<file path="config.mk">
export PLATFORM = sky130hd
export DESIGN_NAME = clock_page_replacement
export DESIGN_NICKNAME = d
export VERILOG_FILES = /design/src/rtl/cpr_pkg.sv /design/src/rtl/clock_page_replacement.sv /design/src/rtl/cpr_cell.sv /design/src/rtl/cpr_ctrl.sv
export SDC_FILE = /design/constraint.sdc
export NUM_CORES = 1
export LEC_CHECK = 0
export ABC_AREA = 1
export ABC_CLOCK_PERIOD_IN_PS = 20800
export BUFFER_PORTS_ARGS = -buffer_cell sky130_fd_sc_hd__buf_2
export CORE_MARGIN = 8
export CORE_UTILIZATION = 50
export DETAILED_ROUTE_END_ITERATION = 10
export MAX_ROUTING_LAYER = met4
export PLACE_DENSITY = 0.65
export SLEW_MARGIN = 10
export SYNTH_ARGS = -nofsm -noshare
export SYNTH_HDL_FRONTEND = slang
export SYNTH_HIERARCHICAL = 1
export SYNTH_SLANG_ARGS = --single-unit
</file>
<file path="constraint.sdc">
create_clock -name clk -period 20.8 [get_ports clk]
set_input_delay 2.08 -clock clk [delete_from_list [all_inputs] [get_ports clk]]
set_output_delay 2.08 -clock clk [all_outputs]
set_load 0.005 [all_outputs]
</file>
<file path="src/rtl/cpr_pkg.sv">
`timescale 1ns / 1ps
`default_nettype none

package cpr_pkg;

  // Register indexes on the configuration port
  localparam logic CFG_POLICY = 1'b0;
  localparam logic CFG_LIMIT  = 1'b1;

  localparam logic POLICY_PLAIN    = 1'b0;
  localparam logic POLICY_MODIFIED = 1'b1;

  localparam logic CMD_ACCESS = 1'b0;
  localparam logic CMD_FAULT  = 1'b1;

  localparam logic [4:0] LIMIT_RESET = 5'd16;

  typedef enum logic [2:0] {
    OUT_ACC_HIT   = 3'd0,
    OUT_ACC_MISS  = 3'd1,
    OUT_RESIDENT  = 3'd2,
    OUT_PLACED    = 3'd3,
    OUT_REPLACED  = 3'd4
  } outcome_t;

  typedef enum logic [2:0] {
    ST_IDLE,
    ST_LOOKUP,
    ST_SEEK,
    ST_SWEEP,
    ST_DONE
  } state_t;

  typedef struct packed {
    logic filled;
    logic used;
    logic modified;
  } flags_t;

endpackage

`default_nettype wire

</file>
<file path="src/rtl/clock_page_replacement.sv">
`timescale 1ns / 1ps
`default_nettype none

// Working-set page table with clock / enhanced second-chance replacement.
// Input channel (in_valid/in_stall) carries command, page_number, is_write;
// output channel (out_valid/out_stall) returns one result per item:
// outcome, slot, victim_page, victim_dirty, hand_after.
// Config writes (cfg_write, cfg_index, cfg_data) set policy_mode (index 0)
// and table_limit (index 1); write them only while the block is idle.
// The entries sit in a ring of SLOTS cells that turns one cell per cycle
// while shift is high; the controller sees only the head cell. One item
// is worked at a time: lookup is a full ring lap, after which an access
// or a fault on a resident page has its result ready. A fault that places
// a page then turns the ring to the free slot; a replacement turns it to
// the hand and then sweeps on for a victim.
// The output register lets a finished result wait while the next item is
// accepted; that item's result waits in turn while out_stall is high.
// Reset (rst, synchronous) empties the table, parks the hand at slot 0 and
// restores plain clock with a limit of 16.
module clock_page_replacement #(
  parameter int SLOTS = 16,
  parameter int PAGE_BITS = 20,
  localparam int SW = $clog2(SLOTS)
) (
  input  wire logic                 clk,
  input  wire logic                 rst,
  input  wire logic                 cfg_write,
  input  wire logic                 cfg_index,
  input  wire logic [4:0]           cfg_data,
  input  wire logic                 in_valid,
  output logic                      in_stall,
  input  wire logic                 command,
  input  wire logic [PAGE_BITS-1:0] page_number,
  input  wire logic                 is_write,
  output logic                      out_valid,
  input  wire logic                 out_stall,
  output logic [2:0]                outcome,
  output logic [SW-1:0]             slot,
  output logic [PAGE_BITS-1:0]      victim_page,
  output logic                      victim_dirty,
  output logic [SW-1:0]             hand_after
);

  logic [SW-1:0]        cell_slot  [SLOTS];
  cpr_pkg::flags_t      cell_flags [SLOTS];
  logic [PAGE_BITS-1:0] cell_page  [SLOTS];

  logic                 shift;
  logic [SW-1:0]        tail_slot;
  cpr_pkg::flags_t      tail_flags;
  logic [PAGE_BITS-1:0] tail_page;

  for (genvar i = 0; i < SLOTS; i++) begin : g_ring
    if (i == SLOTS - 1) begin : g_tail
      cpr_cell #(.SLOTS(SLOTS), .PAGE_BITS(PAGE_BITS), .INDEX(i)) u_cell (
        .clk        (clk),
        .rst        (rst),
        .shift      (shift),
        .next_slot  (tail_slot),
        .next_flags (tail_flags),
        .next_page  (tail_page),
        .slot_id    (cell_slot[i]),
        .flags      (cell_flags[i]),
        .page       (cell_page[i])
      );
    end else begin : g_body
      cpr_cell #(.SLOTS(SLOTS), .PAGE_BITS(PAGE_BITS), .INDEX(i)) u_cell (
        .clk        (clk),
        .rst        (rst),
        .shift      (shift),
        .next_slot  (cell_slot[i+1]),
        .next_flags (cell_flags[i+1]),
        .next_page  (cell_page[i+1]),
        .slot_id    (cell_slot[i]),
        .flags      (cell_flags[i]),
        .page       (cell_page[i])
      );
    end
  end

  cpr_ctrl #(.SLOTS(SLOTS), .PAGE_BITS(PAGE_BITS)) u_ctrl (
    .clk          (clk),
    .rst          (rst),
    .cfg_write    (cfg_write),
    .cfg_index    (cfg_index),
    .cfg_data     (cfg_data),
    .in_valid     (in_valid),
    .in_stall     (in_stall),
    .command      (command),
    .page_number  (page_number),
    .is_write     (is_write),
    .out_valid    (out_valid),
    .out_stall    (out_stall),
    .outcome      (outcome),
    .slot         (slot),
    .victim_page  (victim_page),
    .victim_dirty (victim_dirty),
    .hand_after   (hand_after),
    .head_slot    (cell_slot[0]),
    .head_flags   (cell_flags[0]),
    .head_page    (cell_page[0]),
    .shift        (shift),
    .tail_slot    (tail_slot),
    .tail_flags   (tail_flags),
    .tail_page    (tail_page)
  );

endmodule

`default_nettype wire

</file>
<file path="src/rtl/cpr_cell.sv">
`timescale 1ns / 1ps
`default_nettype none

// One slot of the rotating table. The slot id travels with the entry.
module cpr_cell #(
  parameter int SLOTS = 16,
  parameter int PAGE_BITS = 20,
  parameter int INDEX = 0,
  localparam int SW = $clog2(SLOTS)
) (
  input  wire logic                 clk,
  input  wire logic                 rst,
  input  wire logic                 shift,
  input  wire logic [SW-1:0]        next_slot,
  input  wire cpr_pkg::flags_t      next_flags,
  input  wire logic [PAGE_BITS-1:0] next_page,
  output logic [SW-1:0]             slot_id,
  output cpr_pkg::flags_t           flags,
  output logic [PAGE_BITS-1:0]      page
);

  always_ff @(posedge clk) begin
    if (rst) begin
      slot_id <= SW'(INDEX);
      flags   <= '0;
    end else if (shift) begin
      slot_id <= next_slot;
      flags   <= next_flags;
    end
  end

  // page is unknown until the slot is first filled
  always_ff @(posedge clk) begin
    if (shift) begin
      page <= next_page;
    end
  end

endmodule

`default_nettype wire

</file>
<file path="src/rtl/cpr_ctrl.sv">
`timescale 1ns / 1ps
`default_nettype none

module cpr_ctrl #(
  parameter int SLOTS = 16,
  parameter int PAGE_BITS = 20,
  localparam int SW = $clog2(SLOTS),
  localparam int CW = $clog2(SLOTS + 1)
) (
  input  wire logic                 clk,
  input  wire logic                 rst,
  input  wire logic                 cfg_write,
  input  wire logic                 cfg_index,
  input  wire logic [4:0]           cfg_data,
  input  wire logic                 in_valid,
  output logic                      in_stall,
  input  wire logic                 command,
  input  wire logic [PAGE_BITS-1:0] page_number,
  input  wire logic                 is_write,
  output logic                      out_valid,
  input  wire logic                 out_stall,
  output logic [2:0]                outcome,
  output logic [SW-1:0]             slot,
  output logic [PAGE_BITS-1:0]      victim_page,
  output logic                      victim_dirty,
  output logic [SW-1:0]             hand_after,
  input  wire logic [SW-1:0]        head_slot,
  input  wire cpr_pkg::flags_t      head_flags,
  input  wire logic [PAGE_BITS-1:0] head_page,
  output logic                      shift,
  output logic [SW-1:0]             tail_slot,
  output cpr_pkg::flags_t           tail_flags,
  output logic [PAGE_BITS-1:0]      tail_page
);

  localparam int LW = (CW > 5) ? CW : 5;

  cpr_pkg::state_t   state, state_next;
  cpr_pkg::outcome_t res_outcome;

  logic [PAGE_BITS-1:0] key;
  logic                 cmd;
  logic                 wr;
  logic                 policy;
  logic [4:0]           limit;
  logic [SW-1:0]        lap;
  logic                 hit;
  logic [SW-1:0]        hit_slot;
  logic [CW-1:0]        fc;
  logic [SW-1:0]        hand;
  logic                 placing;
  logic [SW-1:0]        target;
  logic [CW-1:0]        step;
  logic                 phase;
  logic [SW-1:0]        res_slot;
  logic [PAGE_BITS-1:0] res_victim;
  logic                 res_dirty;

  logic          head_match;
  logic          lap_last;
  logic          hit_now;
  logic [SW-1:0] hit_slot_now;
  logic [LW-1:0] limit_ext;
  logic [LW-1:0] eff_limit;
  logic          room;
  logic [SW-1:0] start_slot;
  logic [CW-1:0] head_plus;
  logic [SW-1:0] hand_wrap;
  logic          step_last;
  logic          victim_now;
  logic          out_load;

  assign head_match   = head_flags.filled && (head_page == key);
  assign lap_last     = (lap == SW'(SLOTS - 1));
  assign hit_now      = hit || head_match;
  assign hit_slot_now = head_match ? head_slot : hit_slot;

  // a limit of zero acts as one, above the table size as the table size
  assign limit_ext = LW'(limit);
  always_comb begin
    if (limit_ext == '0) begin
      eff_limit = LW'(1);
    end else if (limit_ext > LW'(SLOTS)) begin
      eff_limit = LW'(SLOTS);
    end else begin
      eff_limit = limit_ext;
    end
  end

  assign room       = (LW'(fc) < eff_limit);
  assign start_slot = (CW'(hand) < fc) ? hand : '0;
  assign head_plus  = CW'(head_slot) + CW'(1);
  assign hand_wrap  = (head_plus == fc) ? '0 : SW'(head_plus);
  assign step_last  = (step == fc - CW'(1));
  assign out_load   = (state == cpr_pkg::ST_DONE) && (!out_valid || !out_stall);
  assign in_stall   = (state != cpr_pkg::ST_IDLE);

  // ring control: every entry change goes in at the tail while the ring turns
  always_comb begin
    shift      = 1'b0;
    tail_slot  = head_slot;
    tail_flags = head_flags;
    tail_page  = head_page;
    victim_now = 1'b0;
    unique case (state)
      cpr_pkg::ST_LOOKUP: begin
        shift = 1'b1;
        if (head_match && cmd == cpr_pkg::CMD_ACCESS) begin
          tail_flags.used = 1'b1;
          if (wr) begin
            tail_flags.modified = 1'b1;
          end
        end
      end
      cpr_pkg::ST_SEEK: begin
        if (head_slot != target) begin
          shift = 1'b1;
        end else if (placing) begin
          shift               = 1'b1;
          tail_flags.filled   = 1'b1;
          tail_flags.used     = 1'b0;
          tail_flags.modified = 1'b0;
          tail_page           = key;
        end
      end
      cpr_pkg::ST_SWEEP: begin
        shift = 1'b1;
        if (head_flags.filled) begin
          if (policy == cpr_pkg::POLICY_PLAIN || phase) begin
            victim_now = !head_flags.used;
          end else begin
            victim_now = !head_flags.used && !head_flags.modified;
          end
          if (victim_now) begin
            tail_flags.used     = 1'b0;
            tail_flags.modified = 1'b0;
            tail_page           = key;
          end else if (policy == cpr_pkg::POLICY_PLAIN || phase) begin
            tail_flags.used = 1'b0;
          end
        end
      end
      default: ;
    endcase
  end

  always_comb begin
    state_next = state;
    unique case (state)
      cpr_pkg::ST_IDLE: begin
        if (in_valid) begin
          state_next = cpr_pkg::ST_LOOKUP;
        end
      end
      cpr_pkg::ST_LOOKUP: begin
        if (lap_last) begin
          if (cmd == cpr_pkg::CMD_ACCESS || hit_now) begin
            state_next = cpr_pkg::ST_DONE;
          end else begin
            state_next = cpr_pkg::ST_SEEK;
          end
        end
      end
      cpr_pkg::ST_SEEK: begin
        if (head_slot == target) begin
          state_next = placing ? cpr_pkg::ST_DONE : cpr_pkg::ST_SWEEP;
        end
      end
      cpr_pkg::ST_SWEEP: begin
        if (victim_now) begin
          state_next = cpr_pkg::ST_DONE;
        end
      end
      cpr_pkg::ST_DONE: begin
        if (out_load) begin
          state_next = cpr_pkg::ST_IDLE;
        end
      end
      default: state_next = cpr_pkg::ST_IDLE;
    endcase
  end

  always_ff @(posedge clk) begin
    if (rst) begin
      state     <= cpr_pkg::ST_IDLE;
      policy    <= cpr_pkg::POLICY_PLAIN;
      limit     <= cpr_pkg::LIMIT_RESET;
      fc        <= '0;
      hand      <= '0;
      out_valid <= 1'b0;
    end else begin
      state <= state_next;

      if (cfg_write) begin
        unique case (cfg_index)
          cpr_pkg::CFG_POLICY: policy <= cfg_data[0];
          cpr_pkg::CFG_LIMIT:  limit  <= cfg_data;
          default: ;
        endcase
      end

      if (out_load) begin
        out_valid <= 1'b1;
      end else if (!out_stall) begin
        out_valid <= 1'b0;
      end

      if (state == cpr_pkg::ST_SEEK && head_slot == target && placing) begin
        fc   <= fc + CW'(1);
        hand <= '0;
      end
      if (state == cpr_pkg::ST_SWEEP && victim_now) begin
        hand <= hand_wrap;
      end
    end
  end

  // item and result registers
  always_ff @(posedge clk) begin
    unique case (state)
      cpr_pkg::ST_IDLE: begin
        if (in_valid) begin
          key <= page_number;
          cmd <= command;
          wr  <= is_write;
          lap <= '0;
          hit <= 1'b0;
        end
      end
      cpr_pkg::ST_LOOKUP: begin
        lap <= lap + SW'(1);
        if (head_match) begin
          hit      <= 1'b1;
          hit_slot <= head_slot;
        end
        if (lap_last) begin
          res_victim <= '0;
          res_dirty  <= 1'b0;
          res_slot   <= hit_now ? hit_slot_now : '0;
          if (cmd == cpr_pkg::CMD_ACCESS) begin
            res_outcome <= hit_now ? cpr_pkg::OUT_ACC_HIT : cpr_pkg::OUT_ACC_MISS;
          end else begin
            res_outcome <= cpr_pkg::OUT_RESIDENT;
          end
          placing <= room;
          target  <= room ? SW'(fc) : start_slot;
          step    <= '0;
          phase   <= 1'b0;
        end
      end
      cpr_pkg::ST_SEEK: begin
        if (head_slot == target && placing) begin
          res_outcome <= cpr_pkg::OUT_PLACED;
          res_slot    <= target;
        end
      end
      cpr_pkg::ST_SWEEP: begin
        if (victim_now) begin
          res_outcome <= cpr_pkg::OUT_REPLACED;
          res_slot    <= head_slot;
          res_victim  <= head_page;
          res_dirty   <= head_flags.modified;
        end else if (head_flags.filled && policy == cpr_pkg::POLICY_MODIFIED) begin
          // one lap of the filled slots per phase
          if (step_last) begin
            step  <= '0;
            phase <= ~phase;
          end else begin
            step <= step + CW'(1);
          end
        end
      end
      cpr_pkg::ST_DONE: begin
        if (out_load) begin
          outcome      <= res_outcome;
          slot         <= res_slot;
          victim_page  <= res_victim;
          victim_dirty <= res_dirty;
          hand_after   <= hand;
        end
      end
      default: ;
    endcase
  end

`ifndef SYNTH
  a_idle_still: assert property (@(posedge clk) disable iff (rst)
    state == cpr_pkg::ST_IDLE |-> !shift)
    else $error("ring turned while idle");

  a_fill_bound: assert property (@(posedge clk) disable iff (rst)
    fc <= CW'(SLOTS))
    else $error("fill count beyond table size");

  a_hand_range: assert property (@(posedge clk) disable iff (rst)
    hand == '0 || CW'(hand) < fc)
    else $error("hand beyond filled slots");

  a_sweep_nonempty: assert property (@(posedge clk) disable iff (rst)
    state == cpr_pkg::ST_SWEEP |-> fc != '0)
    else $error("victim sweep on empty table");

  a_place_hand: assert property (@(posedge clk) disable iff (rst)
    (state == cpr_pkg::ST_SEEK && placing && head_slot == target) |=> hand == '0)
    else $error("hand not parked after placement");
`endif

endmodule

`default_nettype wire

</file>
* Word level (Yosys, flattened, before mapping) *
Index checks and enable logic that the tools add are counted.

word-level totals
  output and inout bits = 34
  flip-flop bits (word level) = 553
  input port bits = 33

operators by class
  $add $sub $neg = 5
  equal/unequal tests = 21
  reduce and logical (&&, ||, !) cells = 37
  muxes and demuxes = 71
  order comparisons = 3
  bitwise gates (word level) = 4

operator list
  cell                                                    number
  two-way mux 20 bit                                      6
  case mux 20 bit (2 select lines)                        2
  two-way mux 4 bit                                       11
  two-way mux 3 bit                                       12
  two-way mux 5 bit                                       6
  two-way mux 1 bit                                       22
  equality test 20 bit                                    1
  case mux 3 bit (5 select lines)                         1
  inequality test 2 x 1 -> 1 bit (second input constant)  6
  case mux 4 bit (3 select lines)                         1
  AND reduction 2 bit                                     6
  adder 5 x 1 -> 5 bit (second input constant)            2
  equality test 5 bit                                     2
  inequality test 2 bit (second input constant)           5
  case mux 5 bit (2 select lines)                         1
  AND reduction 5 bit                                     2
  logical AND 1 bit                                       9
  case mux 3 bit (3 select lines)                         1
  case mux 1 bit (2 select lines)                         4
  case mux 4 bit (2 select lines)                         1
  AND reduction 4 bit                                     2
  equality test 3 x 2 -> 1 bit (second input constant)    2
  case mux 2 bit (3 select lines)                         1
  AND reduction 3 bit                                     2
  20 further kinds                                        33

* Depth between registers and ports, before layout *
Gate-level depths: netlist (run 1).

  word-level depth = 9
  mapped depth = 15
  gate-level depth less buffers = 14

* By module *
Netlist (run 1), hierarchy kept.

modules (own cells, without submodules)
  module                                    cells an instance  area an instance (um^2)  instances
  cpr_ctrl                                  575                5,850.6                  1
  cpr_cell at g_ring[10].g_body.u_cell ...  61                 878.3                    6
  cpr_cell at g_ring[1].g_body.u_cell ...   63                 884.6                    4
  cpr_cell at g_ring[11].g_body.u_cell ...  59                 882.1                    3
  cpr_cell at g_ring[0].g_body.u_cell       64                 887.1                    1
  cpr_cell at g_ring[15].g_tail.u_cell      57                 880.8                    1
  cpr_cell at g_ring[13].g_body.u_cell      59                 879.6                    1

* Least setup slack after synthesis (run 1) *
Ideal clock, no wire load.

  path kind = register to register
  from = register g_ring[0].g_body.u_cell.slot_id[2]
  to = register g_ring[15].g_tail.u_cell.slot_id[0]
  cell stages (with the launch flop) = 10
  setup slack = 10.613 ns
  arrival time = 10.055 ns
  required time = 20.669 ns
  period minus slack after synthesis = 10.187 ns
  path through = dfxtp_1 buf_2 xor2_1 nor2_1 nand2_1 nand2_1 nand2_1 inv_1 nand2_1 nand3_1

on the way
  cells in the longest elaborated chain, start to end = 3

ends and longest elaborated chain
  item                             line                          source
  start: declaration               cpr_cell.sv:17                output logic [SW-1:0] slot_id,
  start signal: assignment         cpr_cell.sv:24                slot_id <= SW'(INDEX);
  start signal: assignment         cpr_cell.sv:27                slot_id <= next_slot;
  inequality test 4 bit            cpr_ctrl.sv:116               if (head_slot != target) begin
  two-way mux 1 bit                cpr_ctrl.sv:116
  case mux 1 bit (2 select lines)  cpr_ctrl.sv:105               unique case (state)
  via shift                        clock_page_replacement.sv:48  logic shift;
  end signal: assignment           cpr_cell.sv:24
  end signal: assignment           cpr_cell.sv:27
  end: declaration                 cpr_cell.sv:17

The timed path passes the listed nets, and every way through them passes these cells.
A chain may end at the register's enable or synchronous reset.

* Worst setup path after layout (run 1) *
  from = register u_ctrl.state[1]
  to = output in_stall

on the way
  cells in the longest elaborated chain, start to end = 1

ends and longest elaborated chain
  item                      line                          source
  start: declaration        cpr_ctrl.sv:38                cpr_pkg::state_t state, state_next;
  start signal: assignment  cpr_ctrl.sv:185               state <= cpr_pkg::ST_IDLE;
  start signal: assignment  cpr_ctrl.sv:192               state <= state_next;
  nonzero test 3 bit        cpr_ctrl.sv:96                assign in_stall = (state != cpr_pkg::ST_IDLE);
  end: declaration          clock_page_replacement.sv:31  output logic in_stall,

No other way between the ends.

==> results of run 1 <==
cell families (layout without fill, tap and decap cells):
| group | after synthesis | after routing | synth area share, % |
|---|---|---|---|
| simple gates | 657 | 657 | 14.0 |
| fa+ha+maj | 12 | 12 | 0.752 |
| flops | 553 | 553 | 76.7 |
| compound gates | 84 | 84 | 2.66 |
| xor+xnor | 21 | 21 | 0.922 |
| buf+inv | 223 | 360 | 5.04 |
metrics by stage:
step	hold WS [ps]	util, %	worst slack (ps)
floorplan	400	-	10610
global placement	401	52.4	17290
detailed placement	405	52.4	17210
CTS	408	56.7	17000
global route	416	56.7	16940
finish	407	56.7	17020
state kept, by name (all words and copies together), names as in the netlist, 5 cells and up:
signal and flops:
g_ring.g_tail.u_cell/page 20, u_ctrl/key 20, u_ctrl/fc 5, g_ring.g_body.u_cell/page 300, g_ring.g_body.u_cell/flags 45, u_ctrl/step 5
u_ctrl/victim_page 20, u_ctrl/res_victim 20, u_ctrl/limit 5, g_ring.g_body.u_cell/slot_id 60
area by class of cell:
class	count	area, µm²	area share (%)
sequential	553	15300	68.2
clock inverter	28	233	1.04
tap	525	657	2.93
timing repair buffer	72	388	1.73
multi-input combinational	774	3680	16.4
clock buffer	71	1470	6.54
inverter	189	709	3.16
worst paths after layout:
| path | slack, ps | cells past startpoint | endpoint | start |
|---|---|---|---|---|
| hold reg to reg | 410 | 0 | g_ring[6].g_body.u_cell/page[6]$_DFFE_PP_ | g_ring[7].g_body.u_cell/page[6]$_DFFE_PP_ |
| hold / removal | 410 | 0 | g_ring[6].g_body.u_cell/page[6]$_DFFE_PP_ | g_ring[7].g_body.u_cell/page[6]$_DFFE_PP_ |
| setup / recovery | 17020 | 3 | in_stall | u_ctrl/state[1]$_SDFFE_PP0P_ |
| setup reg to reg | 17310 | 6 | g_ring[5].g_body.u_cell/page[10]$_DFFE_PP_ | u_ctrl/state[1]$_SDFFE_PP0P_ |
synthesized netlist by cell type (all sizes together):
master	number	area, µm²
nor2	238	961
nand4	2	12.5
or2	1	6.26
o211ai	4	30.0
ha	12	150
o21bai	2	15.0
edfxtp	422	12700
a22oi	4	30.0
clkinv	2	7.51
nand3	73	478
clkbuf	5	18.8
o21ai	44	292
buf	29	277
o22ai	1	6.26
dfxtp	131	2620
nand2	334	1270
o21a	1	7.51
a31oi	2	12.5
xor2	10	87.6
a21oi	23	115
xnor2	11	96.3
nor4	1	6.26
nor3	6	41.3
o31ai	2	15.0
nand3b	2	15.0
inv	187	702
a21boi	1	7.51
power by group through the flow:
stage	logic, mW	clock network, mW	registers [mW]
after floorplan	0.272	0	1.56
after detailed placement	0.289	0	1.53
after global placement	0.281	0	1.53
after global routing	0.330	1.00	1.53
after CTS	0.290	0.958	1.51
final	0.285	0.930	1.51
layer usage:
metal | vias up | GRT usage, %
met5 | - | -
met4 | 0 | 4.56
met3 | 60 | 3.38
met2 | 190 | 20.7
met1 | 4951 | 20.3
li1 | 5321 | -
critical path: cells and delay by family, from the launching register on:
family / cells / cell delay [ps]
AND/OR/NAND/NOR: 2 / 530
buffers and inverters: 1 / 180
flip-flops: 1 / 400
placed cells by master, fill, tap and decap left out, types with 12 or more instances in the layout:
cell and instances:
a21oi_1 23, buf_2 66, clkbuf_1 13, clkbuf_16 55, clkinv_1 13, dfxtp_1 131
edfxtp_1 422, ha_1 12, inv_1 176, nand2_1 329, nand3_1 52, nand3_2 20
nor2_1 212, nor2_2 22, o21ai_0 20, o21ai_2 20
==> results.json, run 1 <==
{
  "setup_viol": 0,
  "postRouteAntennaNets": 0,
  "antenna_found_initial": 0,
  "nets": 1689,
  "area_delta_synth_final_pct": 12.4,
  "track_usage_pct": 14.4,
  "dr.max_layer_used": "met4",
  "vias": 10500,
  "synth.ff_latch_count": 553,
  "pwr-share-comb_pct": 10.5,
  "grt_max_degree": 219,
  "post-route-min-period_ps": 3780,
  "route.met2.wl_um": 14400,
  "crit_arrival_ps": 1700,
  "internal-power_mw": 2.05,
  "initial_utilization_pct": 50.5,
  "p_clk_share_pct": 34.1,
  "cts_inserted_buffers": 54,
  "ir_worst_vdd_mv": 0.0843,
  "place_inst": 2113,
  "ys_seq_area_share_pct": 76.7,
  "ys_types": 39,
  "ys_warn_count": 6,
  "first_iter_violations": 819,
  "layout-drive-gt1-share_pct": 13.7,
  "placed_area_um2": 20700,
  "synth_fp_nets": 1595,
  "finalWirelength_um": 32800,
  "numClockSinks": 553,
  "cts_resized": 0,
  "finalHoldViolations": 0,
  "hpwl_um": 19900,
  "ios": 67,
  "fp-row-count": 73,
  "seqPwrFrac_pct": 55.4,
  "cts-root-buf": "clkbuf_16",
  "route.met3.wl_um": 1720,
  "syn_area_um2": 20000,
  "cts_tree": "yes",
  "avgSynthCellArea_um2": 12.9,
  "synthCells": 1550,
  "path_max_fanout": 6,
  "cpPeakStageDelay_ps": 400,
  "slew_viol_final": 0,
  "switching_share_pct": 24.7,
  "nFillCells": 3179,
  "design_area_um2": 22400,
  "io_buffers": 66,
  "slew_headroom_pct": 24.0,
  "status": "completed",
  "cpMaxStageDelayCell": "dfxtp_1",
  "drtPass1Iterations": 4,
  "htree_levels": 2,
  "critical_path.startpoint_type": "flop",
  "p_leak_nw": 8.57,
  "hold_buffers": 0,
  "clock_skew_ps": 22.7,
  "clock.fmax_ghz": 0.264,
  "critPathKind": "reg -> out",
  "power_density_nw_per_um2": 121,
  "cts_setup_buffers": 0,
  "grt_pass1_vias": 9905,
  "num_antenna_cells": 0,
  "dieArea_um2": 46600,
  "wl_met1_um": 15800,
  "clk_pin_slew_ps": 60,
  "cp.required_ps": 18720,
  "core_area_um2": 39500,
  "finalNonFillerCells": 2212,
  "crit_path_end_kind": "output port",
  "p_switching_uw": 672,
  "grt_overflow": 0,
  "grt_first_pass_wirelength_um": 52900,
  "power_mw": 2.73,
  "rsz0062_at_grt": "false",
  "via_per_inst": 4.76,
  "drc": 0,
  "wl_per_cell_um": 14.8,
  "cp_cell_sequence": "nor2_1, nand2_1, buf_2",
  "cap_viol_max_count": 0,
  "clk_latency_ps": 590,
  "worstMarginPinSlew_ps": 1140,
  "hold_class": "reg -> reg",
  "finalCritPeriodShare_pct": 18.2,
  "clk_path_buf_depth": 3,
  "dieHeight_um": 216,
  "fin_setup_tns_ps": 0,
  "die_x_um": 216,
  "globalplace.congestion": 0.859
}
(Power assumes the default switching activity.)
==> inputs of run 2 (changes only) <==
--- a/config.mk
+++ b/config.mk
@@ -6,13 +6,13 @@
 export NUM_CORES = 1
 export LEC_CHECK = 0
 export ABC_AREA = 1
-export ABC_CLOCK_PERIOD_IN_PS = 20800
+export ABC_CLOCK_PERIOD_IN_PS = 3300
 export BUFFER_PORTS_ARGS = -buffer_cell sky130_fd_sc_hd__buf_2
 export CORE_MARGIN = 8
 export CORE_UTILIZATION = 50
 export DETAILED_ROUTE_END_ITERATION = 10
 export MAX_ROUTING_LAYER = met4
-export PLACE_DENSITY = 0.65
+export PLACE_DENSITY = 0.68
 export SLEW_MARGIN = 10
 export SYNTH_ARGS = -nofsm -noshare
 export SYNTH_HDL_FRONTEND = slang
==> constraint.sdc (replaced) <==
create_clock -name clk -period 3.3 [get_ports clk]
set_input_delay 0.33 -clock clk [delete_from_list [all_inputs] [get_ports clk]]
set_output_delay 0.33 -clock clk [all_outputs]
set_load 0.005 [all_outputs]
==> run 2 against run 1 <==
  * Sequential power rose to 6.3 times the previous value
  * Core utilization rose by 0.90 points
  * Via count is 0.57% higher
  * Non-clock buffer count grew 31
  * Routed wire length shrank 0.30%
  * First-iteration DRC count is 11% higher
==> results.json, run 2 (synthesis gave the netlist of run 1 again) <==
{
  "cpMaxStageDelayCell": "o21ai_2",
  "ios": 67,
  "path_max_fanout": 23,
  "dieArea_um2": 46600,
  "cp_common_cell": "inv_2",
  "fp-row-count": 73,
  "nets": 1719,
  "critical_path.startpoint_type": "flop",
  "layout_common_cells": "edfxtp_1 (422), nand2_1 (329), nor2_1 (212), inv_1 (176), dfxtp_1 (131)",
  "via_per_inst": 4.72,
  "crit_path_end_kind": "flop",
  "cp_cell_sequence": "nor2_2, inv_2, nor2_2, inv_2, nor3_4, inv_2, o21ai_2",
  "worstMarginPinSlew_ps": 1150,
  "setup_viol": 0,
  "largest_reg_flops": 300,
  "p_leak_nw": 8.72,
  "power_density_nw_per_um2": 756,
  "first_iter_violations": 907,
  "initial_utilization_pct": 50.5,
  "grt_max_degree": 129,
  "crit_arrival_ps": 2790,
  "finalWirelength_um": 32700,
  "post-route-min-period_ps": 2600,
  "die_x_um": 216,
  "finalHoldViolations": 0,
  "nFillCells": 3126,
  "hold_class": "in -> reg",
  "vias": 10600,
  "finish.utilization_pct": 57.6,
  "power_mw": 17.2,
  "clock_skew_ps": 21.7,
  "grt_first_pass_wirelength_um": 54000,
  "postRouteAntennaNets": 0,
  "grt_pass1_vias": 10200,
  "slew_viol_final": 0,
  "cts_tree": "yes",
  "hold_buffers": 25,
  "regMostFlops": "g_ring.g_body.u_cell/page",
  "htree_levels": 2,
  "drc": 0,
  "hpwl_um": 20400,
  "critPathKind": "reg -> reg",
  "antenna_found_initial": 6,
  "dieHeight_um": 216,
  "whs_ps": 42.5,
  "io_buffers": 66,
  "grt_overflow": 0,
  "fin_setup_tns_ps": 0,
  "slew_headroom_pct": 23.4,
  "clock.fmax_ghz": 0.385,
  "cpPeakStageDelay_ps": 440,
  "cap_viol_max_count": 0,
  "clk_pin_slew_ps": 60,
  "layout_commonest_cell": "edfxtp_1",
  "track_usage_pct": 14.6,
  "rsz0062_at_grt": "false",
  "status": "completed",
  "cp.required_ps": 3490,
  "globalplace.congestion": 0.873,
  "wl_per_cell_um": 14.6,
  "finalNonFillerCells": 2242,
  "finalCritPeriodShare_pct": 78.8,
  "numClockSinks": 553,
  "layout-drive-gt1-share_pct": 14.0,
  "clk_path_buf_depth": 3,
  "reg_top3": "g_ring.g_body.u_cell/page (300), g_ring.g_body.u_cell/slot_id (60), g_ring.g_body.u_cell/flags (45)",
  "area_delta_synth_final_pct": 14.2,
  "ir_worst_vdd_mv": 0.369,
  "cts-root-buf": "clkbuf_16",
  "place_inst": 2119,
  "cts_inserted_buffers": 53,
  "clk_latency_ps": 590,
  "core_area_um2": 39500,
  "cts_setup_buffers": 0,
  "drtPass1Iterations": 5,
  "cts_resized": 0
}
[run 2: area by class of cell]
type | count | area (µm²) | area share (%)
diodes | 3 | 7.51 | 0.0329
flip-flops and latches | 553 | 15300 | 67.1
clock buffers | 62 | 1400 | 6.15
repair buffers | 103 | 733 | 3.22
clock inverters | 33 | 299 | 1.31
multi-input cells | 774 | 3690 | 16.2
inverters | 189 | 709 | 3.11
well taps | 525 | 657 | 2.88
[run 2: final timing paths]
kind / startpoint / to / slack [ps] / cells past startpoint
hold reg to reg: g_ring[1].g_body.u_cell/page[9]$_DFFE_PP_ / g_ring[0].g_body.u_cell/page[9]$_DFFE_PP_ / 410 / 0
setup reg to reg: u_ctrl/state[2]$_SDFFE_PP0P_ / u_ctrl/res_victim[13]$_SDFFCE_PN0P_ / 700 / 7
hold / removal: cfg_data[1] / u_ctrl/limit[1]$_SDFFE_PP0P_ / 40 / 3
setup / recovery: u_ctrl/state[2]$_SDFFE_PP0P_ / u_ctrl/res_victim[13]$_SDFFCE_PN0P_ / 700 / 7
[run 2: routing by layer]
layer  global-route usage (%)  share of wire [%]  vias up
met5                        -                  0        -
met4                     4.11                2.0        0
met3                     3.58                5.3       52
met2                     21.5                 45      208
met1                     20.3                 47     4943
li1                         -                  -     5379
[run 2: through the flow]
stage | setup slack [ps] | cell area (µm²)
2_1_floorplan | 305 | 20000
3_3_place_gp | 728 | 20800
3_5_place_dp | 696 | 20800
4_1_cts | 700 | 22800
5_1_grt | 469 | 22800
6_report | 700 | 22800
[run 2: power by group]
part	switching (mW)	leakage [nW]	internal, mW	total, mW
Clock	2.45	0.833	3.42	5.86
Sequential	0.461	5.00	9.04	9.50
Combinational	1.30	2.89	0.579	1.87
Total	4.20	8.72	13.0	17.2
[run 2: critical path: cells and delay by family (launching register included)]
family | cells | cell delay [ps]
buf+inv | 3 | 500
compound gates | 1 | 440
flops | 1 | 370
simple gates | 3 | 900
==> inputs of run 3 (changes only) <==
--- a/config.mk
+++ b/config.mk
@@ -6,13 +6,13 @@
 export NUM_CORES = 1
 export LEC_CHECK = 0
 export ABC_AREA = 1
-export ABC_CLOCK_PERIOD_IN_PS = 3300
+export ABC_CLOCK_PERIOD_IN_PS = 2700
 export BUFFER_PORTS_ARGS = -buffer_cell sky130_fd_sc_hd__buf_2
 export CORE_MARGIN = 8
 export CORE_UTILIZATION = 50
 export DETAILED_ROUTE_END_ITERATION = 10
 export MAX_ROUTING_LAYER = met4
-export PLACE_DENSITY = 0.68
+export PLACE_DENSITY = 0.65
 export SLEW_MARGIN = 10
 export SYNTH_ARGS = -nofsm -noshare
 export SYNTH_HDL_FRONTEND = slang
==> constraint.sdc (replaced) <==
create_clock -name clk -period 2.7 [get_ports clk]
set_input_delay 0.27 -clock clk [delete_from_list [all_inputs] [get_ports clk]]
set_output_delay 0.27 -clock clk [all_outputs]
set_load 0.005 [all_outputs]
==> run 3 against run 2 <==
  * Combinational power rose by 33%
  * Count of clock-buffer cells in the layout grew 9
  * Highest routed layer unchanged
  * Core utilization rose by 0.98 points
  * Routed wire length rose by 0.93%
  * Critical path type unchanged
  * Cell count increased by 0.94%
  * Die area unchanged
  * Register-to-register slack got worse by 310 ps
  * Critical path depth is 2 higher
  * Setup slack got worse by 310 ps
  * Non-clock buffer count grew 20
==> results.json, run 3 (synthesis gave the netlist of run 1 again) <==
{
  "regMostFlops": "g_ring.g_body.u_cell/page",
  "numClockSinks": 553,
  "layout_commonest_cell": "edfxtp_1",
  "critical_path.startpoint_type": "flop",
  "hp-start": "cfg_index",
  "ir_worst_vdd_mv": 0.569,
  "grt_first_pass_wirelength_um": 54400,
  "worstMarginPinSlew_ps": 633,
  "postRouteAntennaNets": 0,
  "fp-row-count": 73,
  "reg2reg_slack_ps": 390,
  "cpMaxStageDelayCell": "dfxtp_1",
  "finalNonFillerCells": 2263,
  "path_max_fanout": 26,
  "reg_top3": "g_ring.g_body.u_cell/page (300), g_ring.g_body.u_cell/slot_id (60), g_ring.g_body.u_cell/flags (45)",
  "nFillCells": 3124,
  "clk_pin_slew_ps": 60,
  "p_leak_nw": 8.90,
  "finalCritPeriodShare_pct": 85.5,
  "place_inst": 2134,
  "wl_per_cell_um": 14.6,
  "post-route-min-period_ps": 2310,
  "power_mw": 21.5,
  "finalWirelength_um": 33000,
  "slew_viol_final": 0,
  "cap_viol_max_count": 0,
  "nets": 1740,
  "grt_pass1_vias": 10400,
  "crit_arrival_ps": 2650,
  "status": "completed",
  "cp_cell_sequence": "nor2_2, inv_2, nor2_2, inv_2, nor3_4, inv_2, nand2_4, buf_12, o21ai_2",
  "core_area_um2": 39500,
  "hold_class": "in -> reg",
  "hpwl_um": 20800,
  "initial_utilization_pct": 50.5,
  "cp_common_cell": "inv_2",
  "power_density_nw_per_um2": 928,
  "min_to": "u_ctrl/policy$_SDFFE_PP0P_",
  "rsz0062_at_grt": "false",
  "layout_common_cells": "edfxtp_1 (422), nand2_1 (328), nor2_1 (194), inv_1 (176), dfxtp_1 (126)",
  "crit_family": "simple AND/OR/NAND/NOR gates",
  "cts_tree": "yes",
  "critPathKind": "reg -> reg",
  "clock.fmax_ghz": 0.433,
  "register_area_um2": 15300,
  "drc": 0,
  "cpPeakStageDelay_ps": 370,
  "die_x_um": 216,
  "ff2ff_path_depth": 9,
  "r2r-start": "u_ctrl/state[2]$_SDFFE_PP0P_",
  "cts_resized": 0,
  "path_buf_inv": 4,
  "multi_input_area_um2": 3800,
  "setup_viol": 0,
  "track_usage_pct": 14.8,
  "slew_headroom_pct": 57.8,
  "clk_latency_ps": 600,
  "largest_reg_flops": 300,
  "via_per_inst": 4.71,
  "area_delta_synth_final_pct": 16.2,
  "ios": 67,
  "finish.utilization_pct": 58.6,
  "dieHeight_um": 216,
  "drtPass1Iterations": 5,
  "min_path_cells": 5,
  "first_iter_violations": 678,
  "globalplace.congestion": 0.860,
  "crit_path_end_kind": "flop",
  "layout-drive-gt1-share_pct": 16.0,
  "r2r-end": "g_ring[15].g_tail.u_cell/page[19]$_DFFE_PP_",
  "htree_levels": 2,
  "cts_inserted_buffers": 54,
  "clock_skew_ps": 24.7,
  "vias": 10700,
  "grt_max_degree": 82,
  "grt_overflow": 0,
  "finalHoldViolations": 0,
  "dieArea_um2": 46600,
  "fin_setup_tns_ps": 0,
  "antenna_found_initial": 4,
  "cp_num_cells": 9,
  "cts_setup_buffers": 0,
  "io_buffers": 66,
  "cp.required_ps": 3040,
  "clk_path_buf_depth": 3,
  "cts-root-buf": "clkbuf_16"
}
==> run 3: cell count changes in the layout (fill, tap and decap cells not counted), sizes merged <==
cell / before / now
buf: 78 / 93
clkbuf: 62 / 71
clkinv: 27 / 19
dlygate4sd3: 25 / 30
inv: 187 / 191
clkinvlp: 3 / 0
diode: 3 / 2
==> run 3: tightest hold or removal path, delay by kind of cell <==
| family | cells | cell delay (ps) |
|---|---|---|
| AND/OR/NAND/NOR | 1 | 70 |
| buffers and inverters | 2 | 120 |
| AO/OA/AOI/OAI | 2 | 170 |
==> run 3: stage by stage <==
stage	hold slack (ps)	setup WS, ps	instance area [µm²]
finish	75.9	392	23200
global route	85.9	194	23200
CTS	34.9	414	23200
detailed placement	405	419	21100
global placement	401	526	21100
floorplan	369	-170	20100
==> run 3: worst max path at each step <==
stage	startpoint	to	slack [ps]
3_5_place_dp	u_ctrl/state[2]$_SDFFE_PP0P_	g_ring[15].g_tail.u_cell/page[0]$_DFFE_PP_	420
5_1_grt	g_ring[0].g_body.u_cell/page[17]$_DFFE_PP_	g_ring[15].g_tail.u_cell/flags[1]$_SDFFE_PP0P_	190
2_1_floorplan	g_ring[0].g_body.u_cell/slot_id[2]$_SDFFE_PP0P_	g_ring[15].g_tail.u_cell/slot_id[0]$_SDFFE_PP1P_	-170
3_3_place_gp	g_ring[0].g_body.u_cell/page[8]$_DFFE_PP_	u_ctrl/res_outcome[0]$_DFFE_PP_	530
6_report	u_ctrl/state[2]$_SDFFE_PP0P_	g_ring[15].g_tail.u_cell/page[19]$_DFFE_PP_	390
4_1_cts	u_ctrl/state[2]$_SDFFE_PP0P_	g_ring[15].g_tail.u_cell/page[11]$_DFFE_PP_	410
==> run 3: layout make-up <==
type,instances,area share [%]
clock buffer,71,6.33
multi-input combinational,774,16.4
antenna,2,0.0216
clock inverter,26,1.19
tap,525,2.83
sequential,553,66.0
timing repair buffer,123,4.14
inverter,189,3.06
==> run 3: repair_timing <==
action                                  4_1_cts  5_1_grt
hold buffers                                 30        0
endpoints found under the setup margin        0        0
hold endpoints to repair                     29        0
==> run 3: metal layers <==
metal / share of wire (%) / track usage, %
met1: 48 / 20.3
met2: 45 / 21.7
met3: 4.8 / 3.65
met4: 2.5 / 4.72
met5: 0 / -
==> run 3: report_power, final <==
part	total (mW)	leakage, nW	internal, mW	switching (mW)
clock	7.37	0.857	4.30	3.07
combinational	2.49	3.04	0.850	1.64
sequential	11.6	5.00	11.0	0.588
